<file path="config.mk">
export PLATFORM = sky130hd
export DESIGN_NAME = charlieplex_led_and_key_matrix_scan_flat
export DESIGN_NICKNAME = d
export VERILOG_FILES = /design/src/sv/cmx_pkg.sv /design/src/sv/cmx_if.sv /design/src/sv/cmx_step.sv /design/src/sv/charlieplex_led_and_key_matrix_scan.sv /design/src/flat_wrapper.sv
export SDC_FILE = /design/constraint.sdc
export NUM_CORES = 1
export LEC_CHECK = 0
export BUFFER_PORTS_ARGS = -buffer_cell sky130_fd_sc_hd__buf_4
export CAP_MARGIN = 5
export CORE_MARGIN = 2
export CORE_UTILIZATION = 40
export DETAILED_ROUTE_END_ITERATION = 10
export HOLD_SLACK_MARGIN = 0.12
export PLACE_DENSITY = 0.69
export SYNTH_ARGS = -nofsm -noshare
export SYNTH_HDL_FRONTEND = slang
export SYNTH_SLANG_ARGS = --single-unit
</file>
<file path="constraint.sdc">
create_clock -name clk -period 6.8 [get_ports clk]
set_input_delay 0 -clock clk [delete_from_list [all_inputs] [get_ports clk]]
set_output_delay 0 -clock clk [all_outputs]
set_load 0.02 [all_outputs]
</file>
<file path="src/sv/cmx_pkg.sv">
package cmx_pkg;

  localparam int unsigned SLOT_COUNT = 12;
  localparam int unsigned PIN_COUNT  = 6;
  localparam int unsigned COL_COUNT  = 4;

  typedef logic [3:0]  slot_t;
  typedef logic [11:0] mask_t;
  typedef logic [PIN_COUNT-1:0] pin_t;
  typedef logic [2:0]  pin_idx_t;
  typedef logic [15:0] dwell_t;

  localparam slot_t LAST_SLOT = slot_t'(SLOT_COUNT - 1);

  // Charlieplex pin pairs per LED slot, zero-based pin numbers
  localparam pin_idx_t PAIR_A [SLOT_COUNT] = '{
    3'd0, 3'd0, 3'd0, 3'd1, 3'd1, 3'd1, 3'd2, 3'd2, 3'd2, 3'd3, 3'd3, 3'd4
  };
  localparam pin_idx_t PAIR_B [SLOT_COUNT] = '{
    3'd1, 3'd2, 3'd3, 3'd2, 3'd3, 3'd4, 3'd3, 3'd4, 3'd5, 3'd4, 3'd5, 3'd5
  };

  typedef struct packed {
    logic [2:0] row_levels;
    logic [3:0] active_step;
    logic       load_valid;
    mask_t      load_mask;
  } in_item_t;

  typedef struct packed {
    pin_t       pin_enable;
    pin_t       pin_level;
    logic [3:0] column_drive;
    mask_t      step_mask;
    logic       save_touch;
  } out_item_t;

endpackage

</file>
<file path="src/sv/cmx_if.sv">
interface cmx_in_if;
  logic        valid;
  logic        ready;
  logic [2:0]  row_levels;
  logic [3:0]  active_step;
  logic        load_valid;
  logic [11:0] load_mask;

  modport source (output valid, output row_levels, output active_step,
                  output load_valid, output load_mask, input ready);
  modport sink   (input valid, input row_levels, input active_step,
                  input load_valid, input load_mask, output ready);
endinterface

interface cmx_out_if;
  logic        valid;
  logic        ready;
  logic [5:0]  pin_enable;
  logic [5:0]  pin_level;
  logic [3:0]  column_drive;
  logic [11:0] step_mask;
  logic        save_touch;

  modport source (output valid, output pin_enable, output pin_level,
                  output column_drive, output step_mask, output save_touch,
                  input ready);
  modport sink   (input valid, input pin_enable, input pin_level,
                  input column_drive, input step_mask, input save_touch,
                  output ready);
endinterface

</file>
<file path="src/sv/cmx_step.sv">
module cmx_step (
  input  logic               clk,
  input  logic               rst_n,
  input  logic               cfg_we,
  input  logic [15:0]        cfg_wdata,
  input  logic               advance,
  input  cmx_pkg::in_item_t  item,
  output cmx_pkg::out_item_t result
);

  cmx_pkg::dwell_t dwell_r;
  cmx_pkg::mask_t  mask_r, mask_nxt;
  cmx_pkg::slot_t  led_slot_r, led_slot_nxt;
  cmx_pkg::dwell_t dwell_cnt_r, dwell_cnt_nxt;
  cmx_pkg::slot_t  key_slot_r, key_slot_nxt;
  cmx_pkg::mask_t  hist_r, hist_nxt;

  cmx_pkg::mask_t  mask_load;
  cmx_pkg::slot_t  k;
  cmx_pkg::slot_t  s;
  logic [1:0]      row;
  logic            pressed;
  cmx_pkg::mask_t  key_bit;
  cmx_pkg::pin_t   pin_a, pin_b;
  cmx_pkg::dwell_t dwell_eff;
  logic [16:0]     cnt_inc;
  logic            save_c;
  logic [3:0]      col_c;
  cmx_pkg::pin_t   led_en, led_lvl;

  // Key scan: toggle the step bit on a new press
  always_comb begin
    mask_load = item.load_valid ? item.load_mask : mask_r;
    k         = (key_slot_r > cmx_pkg::LAST_SLOT) ? '0 : key_slot_r;
    row       = k[3:2];
    pressed   = ~item.row_levels[row];
    key_bit   = cmx_pkg::mask_t'(1) << k;
    hist_nxt  = pressed ? (hist_r | key_bit) : (hist_r & ~key_bit);
    if (pressed && !hist_r[k]) begin
      mask_nxt = mask_load ^ key_bit;
      save_c   = 1'b1;
    end else begin
      mask_nxt = mask_load;
      save_c   = 1'b0;
    end
    key_slot_nxt = (k == cmx_pkg::LAST_SLOT) ? '0 : k + 4'd1;
    col_c        = ~(4'b0001 << key_slot_nxt[1:0]);
  end

  // LED drive from the updated mask
  always_comb begin
    s     = (led_slot_r > cmx_pkg::LAST_SLOT) ? '0 : led_slot_r;
    pin_a = cmx_pkg::pin_t'(1) << cmx_pkg::PAIR_A[s];
    pin_b = cmx_pkg::pin_t'(1) << cmx_pkg::PAIR_B[s];
    if (item.active_step == s) begin
      led_en  = pin_a | pin_b;
      led_lvl = pin_a;
    end else if (mask_nxt[s]) begin
      led_en  = pin_a | pin_b;
      led_lvl = pin_b;
    end else begin
      led_en  = '0;
      led_lvl = '0;
    end
  end

  // Pack the result fields
  assign result = {led_en, led_lvl, col_c, mask_nxt, save_c};

  // Dwell timing: advance the slot once the count reaches the dwell
  always_comb begin
    dwell_eff = (dwell_r == '0) ? 16'd1 : dwell_r;
    cnt_inc   = {1'b0, dwell_cnt_r} + 17'd1;
    if (cnt_inc >= {1'b0, dwell_eff}) begin
      dwell_cnt_nxt = '0;
      led_slot_nxt  = (s == cmx_pkg::LAST_SLOT) ? '0 : s + 4'd1;
    end else begin
      dwell_cnt_nxt = cnt_inc[15:0];
      led_slot_nxt  = s;
    end
  end

  // Commit state on each item that moves to the result register; load the dwell on cfg_we
  always_ff @(posedge clk) begin
    if (!rst_n) begin
      dwell_r     <= 16'd1;
      mask_r      <= '1;
      led_slot_r  <= '0;
      dwell_cnt_r <= '0;
      key_slot_r  <= '0;
      hist_r      <= '0;
    end else begin
      if (cfg_we) begin
        dwell_r <= cfg_wdata;
      end
      if (advance) begin
        mask_r      <= mask_nxt;
        led_slot_r  <= led_slot_nxt;
        dwell_cnt_r <= dwell_cnt_nxt;
        key_slot_r  <= key_slot_nxt;
        hist_r      <= hist_nxt;
      end
    end
  end

endmodule

</file>
<file path="src/sv/charlieplex_led_and_key_matrix_scan.sv">
// Path: each item passes the input register, then the result register, to out_ch.
// Throughput: one item per cycle while out_ch is not stalled; the per-tick update is a
// single pass of logic between the two registers. Input stalls only while out_ch is stalled.
// Reset (rst_n low, synchronous): both stages empty, mask all ones, slots,
// dwell count and key history zero, dwell_r 1.
module charlieplex_led_and_key_matrix_scan (
  input  logic        clk,
  input  logic        rst_n,
  input  logic        cfg_we,
  input  logic [15:0] cfg_wdata,
  cmx_in_if.sink      in_ch,
  cmx_out_if.source   out_ch
);

  logic               in_valid_r;
  cmx_pkg::in_item_t  in_item_r;
  logic               out_valid_r;
  cmx_pkg::out_item_t out_item_r;
  cmx_pkg::out_item_t result;
  logic               advance;

  // Move the held item forward when the result register is free
  assign advance     = in_valid_r && (!out_valid_r || out_ch.ready);
  assign in_ch.ready = !in_valid_r || advance;

  // Input register
  always_ff @(posedge clk) begin
    if (!rst_n) begin
      in_valid_r <= 1'b0;
    end else if (in_ch.ready) begin
      in_valid_r <= in_ch.valid;
    end
  end

  always_ff @(posedge clk) begin
    if (in_ch.ready && in_ch.valid) begin
      in_item_r.row_levels  <= in_ch.row_levels;
      in_item_r.active_step <= in_ch.active_step;
      in_item_r.load_valid  <= in_ch.load_valid;
      in_item_r.load_mask   <= in_ch.load_mask;
    end
  end

  cmx_step u_step (
    .clk       (clk),
    .rst_n     (rst_n),
    .cfg_we    (cfg_we),
    .cfg_wdata (cfg_wdata),
    .advance   (advance),
    .item      (in_item_r),
    .result    (result)
  );

  // Result register: hold until the transfer completes
  always_ff @(posedge clk) begin
    if (!rst_n) begin
      out_valid_r <= 1'b0;
    end else if (advance) begin
      out_valid_r <= 1'b1;
    end else if (out_ch.ready) begin
      out_valid_r <= 1'b0;
    end
  end

  always_ff @(posedge clk) begin
    if (advance) begin
      out_item_r <= result;
    end
  end

  assign out_ch.valid        = out_valid_r;
  assign out_ch.pin_enable   = out_item_r.pin_enable;
  assign out_ch.pin_level    = out_item_r.pin_level;
  assign out_ch.column_drive = out_item_r.column_drive;
  assign out_ch.step_mask    = out_item_r.step_mask;
  assign out_ch.save_touch   = out_item_r.save_touch;

endmodule

</file>
<file path="src/flat_wrapper.sv">
// flat-port wrapper written by rule: the top's interface ports become plain ports
module charlieplex_led_and_key_matrix_scan_flat 
  (clk, rst_n, cfg_we, cfg_wdata, in_ch_valid, in_ch_row_levels, in_ch_active_step, in_ch_load_valid, in_ch_load_mask, in_ch_ready, out_ch_valid, out_ch_pin_enable, out_ch_pin_level, out_ch_column_drive, out_ch_step_mask, out_ch_save_touch, out_ch_ready);
  cmx_in_if in_ch_i ();
  cmx_out_if out_ch_i ();
  input  logic clk;
  input  logic rst_n;
  input  logic cfg_we;
  input  logic [15:0] cfg_wdata;
  input wire logic [$bits(in_ch_i.valid)-1:0] in_ch_valid;
  input wire logic [$bits(in_ch_i.row_levels)-1:0] in_ch_row_levels;
  input wire logic [$bits(in_ch_i.active_step)-1:0] in_ch_active_step;
  input wire logic [$bits(in_ch_i.load_valid)-1:0] in_ch_load_valid;
  input wire logic [$bits(in_ch_i.load_mask)-1:0] in_ch_load_mask;
  output wire logic [$bits(in_ch_i.ready)-1:0] in_ch_ready;
  output wire logic [$bits(out_ch_i.valid)-1:0] out_ch_valid;
  output wire logic [$bits(out_ch_i.pin_enable)-1:0] out_ch_pin_enable;
  output wire logic [$bits(out_ch_i.pin_level)-1:0] out_ch_pin_level;
  output wire logic [$bits(out_ch_i.column_drive)-1:0] out_ch_column_drive;
  output wire logic [$bits(out_ch_i.step_mask)-1:0] out_ch_step_mask;
  output wire logic [$bits(out_ch_i.save_touch)-1:0] out_ch_save_touch;
  input wire logic [$bits(out_ch_i.ready)-1:0] out_ch_ready;
  assign in_ch_i.valid = in_ch_valid;
  assign in_ch_i.row_levels = in_ch_row_levels;
  assign in_ch_i.active_step = in_ch_active_step;
  assign in_ch_i.load_valid = in_ch_load_valid;
  assign in_ch_i.load_mask = in_ch_load_mask;
  assign in_ch_ready = in_ch_i.ready;
  assign out_ch_valid = out_ch_i.valid;
  assign out_ch_pin_enable = out_ch_i.pin_enable;
  assign out_ch_pin_level = out_ch_i.pin_level;
  assign out_ch_column_drive = out_ch_i.column_drive;
  assign out_ch_step_mask = out_ch_i.step_mask;
  assign out_ch_save_touch = out_ch_i.save_touch;
  assign out_ch_i.ready = out_ch_ready;
  charlieplex_led_and_key_matrix_scan u_core (.clk(clk), .rst_n(rst_n), .cfg_we(cfg_we), .cfg_wdata(cfg_wdata), .in_ch(in_ch_i), .out_ch(out_ch_i));
endmodule
</file>
# Yosys cells after proc, flatten, opt, wreduce, memory -nomap -nowiden
# Memories as Yosys holds them, arrays and structs flattened.
# Cells that the tools add are included.
classes:
  magnitude_cmp: 7
  bitwise_logic: 8
  add_sub_neg: 3
  eq_ne: 3
  mux: 27
  reduce_logical: 10
  shifts: 4
ops:
  columns: ["cell", "count"]
  rows:
  - ["$mux 12", 3]
  - ["$mux 16", 2]
  - ["$mux 6", 4]
  - ["$mux 4", 5]
  - ["$add 16x1->17 const B", 1]
  - ["$ge 17x16->1", 1]
  - ["$logic_not 16->1", 1]
  - ["$and 12x12->12", 1]
  - ["$mux 3", 4]
  - ["$not 12->12", 1]
  - ["$or 12x12->12", 1]
  - ["$shl 1x3->6 const A", 2]
  - ["$shl 1x4->12 const A", 1]
  - ["$xor 12x12->12", 1]
  - ["$lt 4x5->1 const B", 2]
  - ["$add 4x1->4 const B", 2]
  - ["$bmux 1 s4", 2]
  - ["$eq 4x4->1 const B", 2]
  - ["$gt 4x4->1 const B", 2]
  - ["$mux 1", 6]
  - ["$or 6x6->6", 1]
  - ["$ge 5x5->1 const B", 1]
  - ["$not 4->5", 1]
  - ["$eq 4x4->1", 1]
  - ["9 further kinds", 14]
totals:
  n_memories: 2
  ff_bits: 115
  out_inout_bits: 31
  input_bits: 41
  romBits: 96
  elab_cells: 81
mem_list:
  columns: ["name", "words", "word_bits", "read_ports", "rd_clocked_by_memory_dff", "wr", "line_no", "source"]
  rows:
  - ["(name not given)", 16, 3, 1, 0, 0, "cmx_step.sv:54", "pin_b = cmx_pkg::pin_t'(1) << cmx_pkg::PAIR_B[s];"]
  - ["(name not given)", 16, 3, 1, 0, 0, "cmx_step.sv:53", "pin_a = cmx_pkg::pin_t'(1) << cmx_pkg::PAIR_A[s];"]

# Depth between registers and ports, before layout
# Gate-level depths: netlist of run 1.
depth:
  word_depth: 11
  depth_mapped: 17
  ltp_nobuf: 15

# Cells and area by module
# Synthesis of run 1 repeated with hierarchy kept, for this count alone.
hier_totals:
  hier_cells: 649
  area_unflattened_um2: 6200.9
modules_own_cells:
  columns: ["mod", "area_per_inst_um2", "cells_each", "instances", "seq_area_each_um2"]
  rows:
  - ["cmx_step", 4625.7, 591, 1, 1281.2]
  - ["charlieplex_led_and_key_matrix_scan", 1575.3, 58, 1, 1511.4]

# Worst setup path after synthesis of run 1
# Ideal clock, no wire load.
synth_timing:
  kind: "reg-to-reg"
  startpoint: "register u_core.u_step.dwell_cnt_r[2]"
  endpoint: "register u_core.u_step.dwell_cnt_r[4]"
  slack_ps: 3796
  arrival_time_ps: 2944
  path_stages_with_launch: 15
  t_required_ps: 6740
  synth_period_minus_slack_ps: 3004
  setup_time_ps: 60
  path_buffers: 3
  cell_sequence: "dfxtp_1 -> clkbuf_1 -> nand3_1 -> nor2_1 -> nand3_1 -> xnor2_1 -> ha_1 -> and3_1 -> a221o_1 -> a21o_1 -> a211oi_1 -> and3_1 -> clkbuf_1 -> buf_2 -> a22o_1"
synth_between:
  elab_chain_cells: 3
synth_lines:
  columns: ["item", "line_no", "source"]
  rows:
  - ["from (decl)", "cmx_step.sv:14", "cmx_pkg::dwell_t dwell_cnt_r, dwell_cnt_nxt;"]
  - ["from (signal assigned)", "cmx_step.sv:99", "dwell_cnt_r <= dwell_cnt_nxt;"]
  - ["$add 16x1->17 *", "cmx_step.sv:73", "cnt_inc = {1'b0, dwell_cnt_r} + 17'd1;"]
  - ["$ge 17x16->1", "cmx_step.sv:74", "if (cnt_inc >= {1'b0, dwell_eff}) begin"]
  - ["$mux 16 *", "cmx_step.sv:74", null]
# Mark *: on every way between the ends. The rest lies on a longest branch, timed or not.
# A chain may end at the register's enable or synchronous reset.

# Worst setup path in the final report of run 1
layout_timing:
  startpoint: "register u_core.u_step.dwell_cnt_r[3]"
  endpoint: "register u_core.u_step.dwell_cnt_r[12]"
# Same word-level chain as after synthesis.

==> results of run 1 <==
## routing by layer
layer	routed length, microns	GRT usage
met1	6473	0.2303
met2	7385	0.3224
met5	0	0
met3	887	0.05735
met4	346	0.08468
## power breakdown
group	total (W)	switching [W]	leakage [nW]	internal, W
sequential	0.000779	0.0000228	0.998	0.000756
clock	0.000953	0.000309	0.305	0.000644
combinational	0.000220	0.000119	1.83	0.000102
## layout make-up
| cell class | count | area [sq um] | share of cell area |
|---|---|---|---|
| multi-input cells | 427 | 2863 | 0.3687 |
| flip-flops and latches | 115 | 2793 | 0.3597 |
| repair buffers | 131 | 1124 | 0.1447 |
| clock buffers | 20 | 436.7 | 0.05624 |
| well taps | 184 | 230.2 | 0.02965 |
| clock inverters | 12 | 186.4 | 0.02401 |
| inverters | 35 | 131.4 | 0.01692 |
## final timing paths
path / startpoint / end / slack [ps]
worst min register to register: u_core.u_step.mask_r[3]$_SDFFE_PN1P_ / u_core.u_step.mask_r[3]$_SDFFE_PN1P_ / 470
worst min-delay path: in_ch_load_mask[2] / u_core.in_item_r[2]$_DFFE_PP_ / 290
worst max-delay path: u_core.u_step.dwell_cnt_r[3]$_SDFFE_PN0P_ / u_core.u_step.dwell_cnt_r[12]$_SDFFE_PN0P_ / 3270
worst max register to register: u_core.u_step.dwell_cnt_r[3]$_SDFFE_PN0P_ / u_core.u_step.dwell_cnt_r[12]$_SDFFE_PN0P_ / 3270
## logic make-up (layout without fill, tap and decap cells)
logic type	Yosys count	after routing	synth area share
buf+inv	67	198	0.04782
xor+xnor	25	25	0.03687
fa+ha+maj	26	26	0.05477
mux	40	40	0.06931
simple gates	225	225	0.1822
compound gates	111	111	0.1388
flops	115	115	0.4702
## cell usage in the layout (no fill, tap or decap), drive strengths merged, types with 16 or more instances in the layout
master | Yosys | final
buf | 9 | 74
nor2 | 68 | 68
dfxtp | 66 | 66
dlygate4sd3 | 0 | 57
edfxtp | 49 | 49
nand2 | 49 | 49
inv | 35 | 35
mux2i | 34 | 34
a21oi | 28 | 28
nand3 | 26 | 26
ha | 26 | 26
nor3 | 25 | 25
o21ai | 21 | 21
clkbuf | 23 | 20
a22o | 16 | 16
## stage by stage
stage	std cells	utilization
after floorplan	609	-
after global placement	834	0.4517
after detailed placement	834	0.4517
after CTS	923	0.5338
after global routing	924	0.5342
final	924	0.5342
## worst max-delay path: stages, from the launching register on
cell	delay [ps]
dfxtp_1	410
nand2_1	100
nor2_1	210
nand4_1	200
inv_1	110
nand2_1	70
xnor2_1	190
ha_1	280
a21o_1	180
a21oi_1	140
nor2b_1	60
o21ai_0	160
a21oi_1	90
a211oi_1	400
and3_1	620
a22o_1	240
==> qor.yml, run 1 <==
status: "completed"
wl_per_cell_microns: 16.33
numCtsBuffers: 17
ant_nets: 0
rsz0062_at_grt: "false"
synth_cells: 609
nets: 794
fin_crit_sh: 0.5198
syn_area_sq_um: 5939
slew_headroom: 0.2036
first_pass_iters: 5
hold_path_class: "in -> reg"
p_total_w: 0.001952
start_util: 0.4087
syn_area_per_cell_sq_um: 9.753
setup_viol: 0
hold_viol_final: 0
worstSetupPathType: "reg -> reg"
drive_above_1_share: 0.1649
synthTopCellsByArea: "edfxtp_1 25%, dfxtp_1 22%, mux2i_1 5.7%"
cts_tree: "yes"
fin_area_sq_um: 7764
setup_slack_ps: 3265
tightest_slew_ps: 1190
synth_edf_count: 49
num_io_pins: 72
synth.largest_area_cell: "edfxtp_1"
cts.repair.resized: 0
grt_antenna_before_repair: 0
grt_pass1_vias: 5017
via_count: 5029
hpwl_microns: 9755
overflow: 0
clock-root-buffer: "clkbuf_16"
clk_pin_slew_ps: 50
die-width_microns: 125.9
p_per_area_nw_per_um2: 251.4
skew_ps: 8.350
cts_setup_buffers: 0
fillers: 1291
initialDrtViolationCount: 464
port_buffers: 71
synthFlopType: "dfxtp_1"
yosysSeqAreaShare: 0.4702
cts.sinks: 115
pre_cts_ws_ps: 2744
die_h_microns: 125.9
routed_wirelength_microns: 15090
leakage_nw: 3.137
grt_max_degree: 57
holdBufCountCts: 57
min_delay_path_depth: 2
vias_per_cell: 5.443
post-route-min-period_ps: 3535
drc: 0
crit_fanout: 15
ys_async_sr_fraction: 0
synth_top_area_frac: 0.2477
holdWs_ps: 294.8
maxCapViolCount: 0
synthToLayoutAreaGrowth_pct: 30.71
cts_buffer_depth: 2
postPlaceCellArea_sq_um: 6565
n_antenna_cell: 0
report.final.slew_viol_count: 0
grt_usage: 0.1926
grt_pass1_wl_microns: 24450
start_kind: "register"
rr_worst_depth: 15
cp-end-kind: "register"
fmax_mhz: 282.9
htreeDepth: 4
core_sq_um: 14530
yosysMostFrequentCell: "nor2_1"
critical_path_arrival_ps: 3890
peakVddDrop_mv: 0.1787
yosysUniqueCellTypes: 69
insertion_delay_ps: 420
yosys-top-cells-count: "68 x nor2_1, 66 x dfxtp_1, 49 x edfxtp_1"
synthesis.nets: 676
finalSetupTns_ps: 0
die_area_sq_um: 15840
synth_seq_cells: 115
cp_data_required_time_ps: 7150
rows: 44
gp_congestion: 0.8548
yosysWarnings: 0
Power figures use the tool's default switching activity.
==> run 2, diff against run 1 <==
clock period = 3.7 ns   (was 6.8 ns; I/O delays follow)
==> run 2 against run 1 <==
Sequential share of layout area hardly changed. Via count is 0.48% higher. Count of clock-buffer cells in the layout is 2 higher. Total power is 77% higher. Clock power is 68% higher. First-iteration DRC count is 6.9% lower. Non-clock buffer count is 6 higher. Cell area hardly changed. Worst setup slack worse by 3100 ps. Critical path type unchanged.
==> qor.yml, run 2 (synthesized netlist as in run 1, its figures left out) <==
htreeDepth: 4  # unchanged
drc: 0  # unchanged
dp_cells: 841  # +0.84%
clock-root-buffer: "clkbuf_16"
cp-end-kind: "register"
cts_setup_buffers: 0  # unchanged
post-route-min-period_ps: 3528  # -7.145 ps
grt_max_degree: 37  # -35%
clk_pin_slew_ps: 50  # about the same
p_per_area_nw_per_um2: 443.6  # +76%
slew_headroom: 0.2128  # +0.009138
drive_above_1_share: 0.1743  # +0.009398
register_area_sq_um: 2793  # unchanged
grt_usage: 0.1992  # +0.006560
finalSetupTns_ps: 0  # unchanged
overflow: 0  # unchanged
insertion_delay_ps: 420  # about the same
rows: 44  # unchanged
fmax_mhz: 283.5  # +0.20%
start_util: 0.4087  # unchanged
port_buffers: 71  # unchanged
crit_top_cell: "ha_1"
fin_crit_sh: 0.9534  # +0.4336
worstSetupPathType: "reg -> reg"
peakVddDrop_mv: 0.3025  # +69%
leakage_nw: 3.143  # +0.18%
tightest_slew_ps: 1177  # -13.66 ps
cp_data_required_time_ps: 3870  # -3280 ps
skew_ps: 13.80  # +5.454 ps
cp_cell_sequence: "nand2_2 -> nand2_1 -> inv_1 -> ha_1 -> ha_1 -> nand4_1 -> xnor2_1 -> a2111oi_0 -> nor4b_1 -> and3_4 -> o21ba_2"
final_cell_count_no_fill: 930  # +0.65%
die_area_sq_um: 15840  # unchanged
rrSetupSlack_ps: 170  # -3090 ps
vias_per_cell: 5.433  # -0.17%
n_antenna_cell: 0  # unchanged
routed_wirelength_microns: 15300  # +1.4%
numCtsBuffers: 17  # unchanged
nets: 800  # +0.76%
die_h_microns: 125.9  # unchanged
rsz0062_at_grt: "false"
fillers: 1273  # -1.4%
maxCapViolCount: 0  # unchanged
hold_viol_final: 0  # unchanged
critPathMaxStageDelay_ps: 440  # -180 ps
die-width_microns: 125.9  # unchanged
cts_buffer_depth: 2  # unchanged
synthToLayoutAreaGrowth_pct: 30.82  # about the same
report.final.slew_viol_count: 0  # unchanged
core_sq_um: 14530  # unchanged
cp_slowest_cell: "dfxtp_1"
status: "completed"
grt_pass1_wl_microns: 25140  # +2.9%
hpwl_microns: 10210  # +4.7%
cts.sinks: 115  # unchanged
first_pass_iters: 5  # unchanged
most-common-layout-cells: "80 x buf_4, 68 x nor2_1, 66 x dfxtp_1, 57 x dlygate4sd3_1, 49 x edfxtp_1"
gp_congestion: 0.8540  # about the same
final_common_cell: "buf_4"
via_count: 5053  # +0.48%
initialDrtViolationCount: 432  # -6.9%
num_io_pins: 72  # unchanged
cts_tree: "yes"
hold_path_class: "in -> reg"
ant_nets: 0  # unchanged
crit_fanout: 13  # -2
start_kind: "register"
wl_per_cell_microns: 16.46  # +0.75%
grt_antenna_before_repair: 0  # unchanged
critical_path_arrival_ps: 3700  # -190 ps
grt_pass1_vias: 4990  # -0.54%
setup_viol: 0  # unchanged
multi_input_comb_area_sq_um: 2864  # about the same
run 2: cell types whose count changed in the layout (fill, tap and decap cells not counted):
cell / delta
clkbuf_1: -1
clkinv_2: -1
and3_2: +1
clkbuf_8: +3
and3_1: -1
buf_2: -1
bufinv_16: -3
clkinvlp_4: +2
buf_4: +7
run 2: area by class of cell:
class                           count  share of cell area
Tap cell                          184             0.02963
Inverter                           35             0.01691
Timing Repair Buffer              137              0.1507
Clock inverter                     10             0.01369
Multi-Input combinational cell    427              0.3686
Clock buffer                       22             0.06103
Sequential cell                   115              0.3594
run 2: metal layers:
metal | share of wire | up-vias | track usage
met5 | 0 | - | 0
met4 | 0.027 | 0 | 0.08985
met3 | 0.053 | 36 | 0.03866
met2 | 0.48 | 180 | 0.3234
met1 | 0.44 | 2398 | 0.2588
li1 | - | 2439 | -
run 2: worst paths after layout:
| check | to | cells after the start | startpoint |
|---|---|---|---|
| max | u_core.out_ch.pin_enable[2]$_DFFE_PP_ | 11 | u_core.u_step.key_slot_r[2]$_SDFFE_PN0P_ |
| min | u_core.in_item_r[8]$_DFFE_PP_ | 2 | in_ch_load_mask[8] |
| max reg2reg | u_core.out_ch.pin_enable[2]$_DFFE_PP_ | 11 | u_core.u_step.key_slot_r[2]$_SDFFE_PN0P_ |
| min reg2reg | u_core.u_step.mask_r[6]$_SDFFE_PN1P_ | 2 | u_core.u_step.mask_r[6]$_SDFFE_PN1P_ |
run 2: per-stage QoR:
stage | hold WS (ps) | setup slack [ps] | util | instance area, sq um | total power (W)
after CTS | 284.8 | 243.5 | 0.5345 | 7769 | 0.003466
after global routing | 287.0 | 35.44 | 0.5346 | 7770 | 0.003578
after detailed placement | 179.5 | 267.5 | 0.4553 | 6618 | 0.001807
after floorplan | 98.87 | 695.7 | - | 5939 | 0.001681
final | 288.0 | 172.3 | 0.5346 | 7770 | 0.003447
after global placement | 178.7 | 323.1 | 0.4553 | 6618 | 0.001797
run 2: critical path, delay by kind of cell (launching register included):
family                     cells  cell delay [ps]
and+or+nand+nor                5             1150
DFF                            1              440
AOI/OAI and AO/OA              2              380
buffers and inverters          1              230
xor gates and xnor gates       1              410
adders and majority gates      2              650
run 2: where the power goes:
group / internal [W] / total (W) / switching (W)
sequential: 0.00139 / 0.00142 / 0.0000344
clock: 0.00103 / 0.00160 / 0.000569
combinational: 0.000193 / 0.000420 / 0.000227
total: 0.00262 / 0.00345 / 0.000831
run 2: repair_timing:
action | 4_1_cts | 5_1_grt
endpoints found under the hold margin | 53 | 0
gates resized for setup | 0 | 1
endpoints found under the setup margin | 0 | 15
hold buffers | 57 | 0
